## config.mk

```make
export PLATFORM = sky130hd
export DESIGN_NAME = vnu_div
export DESIGN_NICKNAME = d
export VERILOG_FILES = /design/src/design/vnu_pkg.sv /design/src/design/vnu_div.sv
export SDC_FILE = /design/constraint.sdc
export NUM_CORES = 2
export LEC_CHECK = 0
export ABC_CLOCK_PERIOD_IN_PS = 4500
export BUFFER_PORTS_ARGS = -buffer_cell sky130_fd_sc_hd__buf_4
export CAP_MARGIN = 5
export CORE_UTILIZATION = 47
export CTS_CLUSTER_DIAMETER = 40
export DETAILED_ROUTE_END_ITERATION = 6
export PLACE_DENSITY = 0.64
export RECOVER_POWER = 100
export SETUP_SLACK_MARGIN = 0.2
export SLEW_MARGIN = 10
export SYNTH_ARGS = -nofsm -noshare
export SYNTH_HDL_FRONTEND = slang
export SYNTH_MEMORY_MAX_BITS = 65536
export SYNTH_SLANG_ARGS = --single-unit
```

## constraint.sdc

```tcl
create_clock -name clk -period 4.5 [get_ports clk]
set_clock_uncertainty 0.1 [all_clocks]
set_input_delay 0.675 -clock clk [delete_from_list [all_inputs] [get_ports clk]]
set_output_delay 0.675 -clock clk [all_outputs]
set_load 0.02 [all_outputs]
```

## src/design/vnu_pkg.sv

```systemverilog
`timescale 1ns / 1ps

package vnu_pkg;

  // Widths of the fixed port fields.
  localparam int COMP_PORT_WIDTH = 32;
  localparam int DIM_WIDTH       = 3;
  localparam int UNIT_WIDTH      = 32;
  localparam int LEN_WIDTH       = 33;

  // A unit component is Q2.30, so one is 2^30 and a quotient needs 31 bits.
  localparam int UNIT_SHIFT = 30;
  localparam int QUOT_BITS  = UNIT_SHIFT + 1;

  // Dimension codes from which the third and fourth components count.
  localparam logic [DIM_WIDTH-1:0] DIM_XYZ  = 3'd3;
  localparam logic [DIM_WIDTH-1:0] DIM_XYZW = 3'd4;

endpackage

```

## src/design/vnu_div.sv

```systemverilog
`timescale 1ns / 1ps

module vnu_div #(
  parameter int CW = 32
) (
  input  logic                          clk,
  input  logic                          rst,
  input  logic                          en,
  input  logic                          in_valid,
  input  logic [CW-1:0]                 mag,
  input  logic [CW:0]                   len,
  output logic                          out_valid,
  output logic [vnu_pkg::QUOT_BITS-1:0] quot
);

  localparam int QB = vnu_pkg::QUOT_BITS;
  localparam int NW = CW + QB;

  logic [NW-1:0] num;

  logic          v  [0:QB];
  logic [CW:0]   rm [0:QB];
  logic [QB-1:0] lo [0:QB];
  logic [QB-1:0] q  [0:QB];
  logic [CW:0]   ln [0:QB];

  // Rounded numerator: mag * 2^30 plus half the length.
  assign num = {1'b0, mag, {vnu_pkg::UNIT_SHIFT{1'b0}}} + NW'(len[CW:1]);

  always_ff @(posedge clk) begin
    if (rst) begin
      v[0] <= 1'b0;
    end else if (en) begin
      v[0] <= in_valid;
    end
  end

  // Entry stage: the upper numerator bits are already below the length.
  always_ff @(posedge clk) begin
    if (en) begin
      rm[0] <= (CW+1)'(num[NW-1:QB]);
      lo[0] <= num[QB-1:0];
      q[0]  <= '0;
      ln[0] <= len;
    end
  end

  // Restoring division, one quotient bit per stage.
  for (genvar k = 0; k < QB; k++) begin : g_stage
    logic [CW+1:0] t;
    logic [CW+1:0] diff;
    logic          ge;

    assign t    = {rm[k], lo[k][QB-1]};
    assign diff = t - {1'b0, ln[k]};
    assign ge   = (t >= {1'b0, ln[k]});

    always_ff @(posedge clk) begin
      if (rst) begin
        v[k+1] <= 1'b0;
      end else if (en) begin
        v[k+1] <= v[k];
      end
    end

    always_ff @(posedge clk) begin
      if (en) begin
        rm[k+1] <= ge ? diff[CW:0] : t[CW:0];
        lo[k+1] <= {lo[k][QB-2:0], 1'b0};
        q[k+1]  <= {q[k][QB-2:0], ge};
        ln[k+1] <= ln[k];
      end
    end
  end

  assign out_valid = v[QB];
  assign quot      = q[QB];

  // The final remainder must stay below a nonzero divisor.
  assert property (@(posedge clk) disable iff (rst)
    v[QB] && ln[QB] != '0 |-> rm[QB] < ln[QB])
    else $error("divider remainder not below length");

endmodule

```

==> impl_metrics.py <==
metrics = {
    "run_status": {
        "status": "complete, but fails checks",
        "violations": "capacitance limit, slew limit",
    },
    "placement": {
        "gp_congestion": 0.923,
        "hpwl_um": 255000,
        "io_buffers": 100,
        "dp_cells": 16245,
        "place_area_mm2": 0.148,
        "pre_cts_ws_ns": -0.161,
    },
    "logic_synthesis": {
        "syn_area_mm2": 0.141,
        "synth-seq-cells": 2574,
        "ys_seq_area_frac": 0.546,
        "syn_inst": 12289,
        "synth.distinct_cells": 80,
        "synth_edf_count": 2574,
        "async_flop_share": 0,
        "synth_area_per_cell_um2": 11.5,
        "yosysWarningCount": 0,
        "synth_nets": 13414,
        "synthFlopType": "edfxtp_1",
    },
    "sta": {
        "report.final.slew_viol_count": 1071,
        "fin_crit_sh": 0.932,
        "hold_violations": 0,
        "fin_crit_ns": 4.19,
        "worst_hold_slack_ns": 0.243,
        "setup_violations": 0,
        "tightest_slew_ns": 2.78,
        "slew_headroom": -0.855,
        "rsz0062_at_grt": "yes",
        "clock.fmax_mhz": 239,
        "finalSetupTns_ns": 0,
        "fin_ws_ns": 0.308,
    },
    "grt": {
        "grt_use_met1": 0.284,
        "grt.total_usage": 0.222,
        "grt-ovfl-total": 0,
        "busiest_layer": "met2",
        "globalRouteMet3Util": 0.0237,
        "grt_max_degree": 162,
        "antenna_found_initial": 10,
        "use_met2": 0.394,
        "grt_pass1_vias": 94654,
        "grt_pass1_wl_um": 532000,
    },
    "cells_and_area": {
        "nets": 13946,
        "area_delta_synth_final_pct": 15.9,
        "multiInputGateArea_mm2": 0.0588,
        "design_area_mm2": 0.164,
        "seqCellArea_mm2": 0.0773,
        "final_cell_count_no_fill": 17143,
        "drive_above_1_share": 0.121,
        "layout_common_cells": "edfxtp_1, inv_1, a21oi_1",
        "nFillCells": 25352,
        "finish.utilization": 0.547,
        "final_common_cell": "edfxtp_1",
    },
    "power_and_ir_drop": {
        "ir_drop_mv": 0.423,
        "power_mw": 128,
        "leakage_nw": 66.9,
        "cellPowerDensity_mw_per_mm2": 782,
    },
    "worst_setup_path": {
        "required_ns": 5.04,
        "crit_type": "reg2reg",
        "crit_arrival_ns": 4.73,
        "startpoint_type": "flip-flop",
        "crit_start": "ln[0][319]",
        "r2r-start": "ln[0][319]",
        "crit_path_max_fanout": 8,
        "crit_path_end_kind": "flip-flop",
    },
    "flow_run": {
        "max_cap_viol_count": 12,
    },
    "hold_path": {
        "hp-start": "mag[1]",
        "min_path_type": "in2reg",
    },
    "clocking": {
        "cts.path.max_buffers": 4,
        "htree_levels": 5,
        "clock-sinks": 2574,
        "cts_buffers": 420,
        "clk_latency_ns": 0.92,
        "cts_tree": "done",
        "clockRootBuffer": "clkbuf_16",
        "path_clk_slew_ns": 0.06,
    },
    "route": {
        "antenna_left": 0,
        "totalWireLength_um": 345000,
        "drc": 0,
        "drtIter0Drc": 6938,
        "dr_total_vias": 95529,
        "dr.pass1.iters": 6,
        "post_drt_via_cell_ratio": 5.57,
        "routedWlPerCell_um": 20.1,
    },
    "floorplan": {
        "boundaryPins": 101,
        "core-area_mm2": 0.300,
        "rows": 201,
        "fp.dieW_um": 551,
        "dieHeight_um": 551,
        "die_area_mm2": 0.303,
        "start_util": 0.472,
    },
}
[layout make-up]
class                   instances  area share
flip-flops and latches       2574       0.471
clock buffers                 448      0.0655
clock inverters               336      0.0232
repair buffers                427      0.0224
multi-input cells            8141       0.359
well taps                    3958      0.0302
inverters                    1257      0.0288
diodes                          2   0.0000305
[power breakdown]
| part | internal, mW | total (mW) | switching (mW) |
|---|---|---|---|
| clock network | 20.5 | 32.8 | 12.3 |
| registers | 35.8 | 40.6 | 4.71 |
| logic | 24.9 | 54.9 | 30.0 |
[flip-flops by register name, summed over array words and instances, names as in the netlist]
| register | cells |
|---|---|
| ln | 1023 |
| lo | 1 |
| q | 496 |
| rm | 1022 |
| v | 32 |
[critical path, cell delays in order (launching register included)]
cell and delay [ns]:
edfxtp_1 0.39, inv_2 0.11, ha_4 0.13, inv_1 0.06
fa_2 0.39, a21oi_4 0.18, o22ai_2 0.10, nor3_2 0.20
o31ai_2 0.10, a21o_1 0.19, a221o_1 0.34, a211o_1 0.34
a41oi_2 0.26, o2111ai_2 0.19, o31ai_4 0.22, clkbuf_16 0.29
mux2_2 0.34
[kinds of logic (layout without fill, tap and decap cells)]
group	after synthesis	after routing	share of synthesized area
AO/OA/AOI/OAI	3255	3256	0.143
XOR/XNOR	899	899	0.0557
adder cells (fa/ha/maj)	1056	1056	0.0950
buffers and inverters	1575	2468	0.0427
flip-flops	2574	2574	0.546
multiplexers	426	426	0.0338
other	0	2	0
AND/OR/NAND/NOR	2504	2504	0.0837
[synth_stat cells, drive strengths merged (74+ instances only)]
cell | number | area share
a21o | 549 | 0.029
a21oi | 1143 | 0.040
a31oi | 95 | 0.0042
and2 | 74 | 0.0033
and3 | 95 | 0.0042
clkbuf | 245 | 0.0065
edfxtp | 2574 | 0.55
ha | 1025 | 0.091
inv | 1257 | 0.033
mux2 | 413 | 0.033
nand2 | 755 | 0.020
nand2b | 122 | 0.0054
nand3 | 190 | 0.0067
nand4 | 152 | 0.0067
nor2 | 700 | 0.019
nor2b | 145 | 0.0064
nor3 | 87 | 0.0031
o21a | 97 | 0.0051
o21ai | 708 | 0.025
o21bai | 155 | 0.0082
xnor2 | 573 | 0.035
xor2 | 326 | 0.020
[final timing paths]
| kind | endpoint | slack, ns | cells past startpoint |
|---|---|---|---|
| max reg2reg | rm[10][7] | 0.31 | 16 |
| min reg2reg | q[2][96] | 0.29 | 0 |
| max | rm[10][7] | 0.31 | 16 |
| min | rm[0][0] | 0.24 | 4 |
[metal layers]
layer,share of wire,vias up
met5,0.000035,-
met4,0.031,2
met3,0.043,679
met2,0.50,2419
met1,0.43,46111
li1,-,46318
[what timing repair did]
action | 4_1_cts | 5_1_grt
hold endpoints to repair | 66 | 0
gates resized for setup | 19 | 93
buffers inserted | 5 | 29
hold buffers | 68 | 0
pin swaps | 6 | 38
cloned | 0 | 10
endpoints found under the setup margin | 215 | 635
Note: power is estimated with default switching activity, not from simulation.
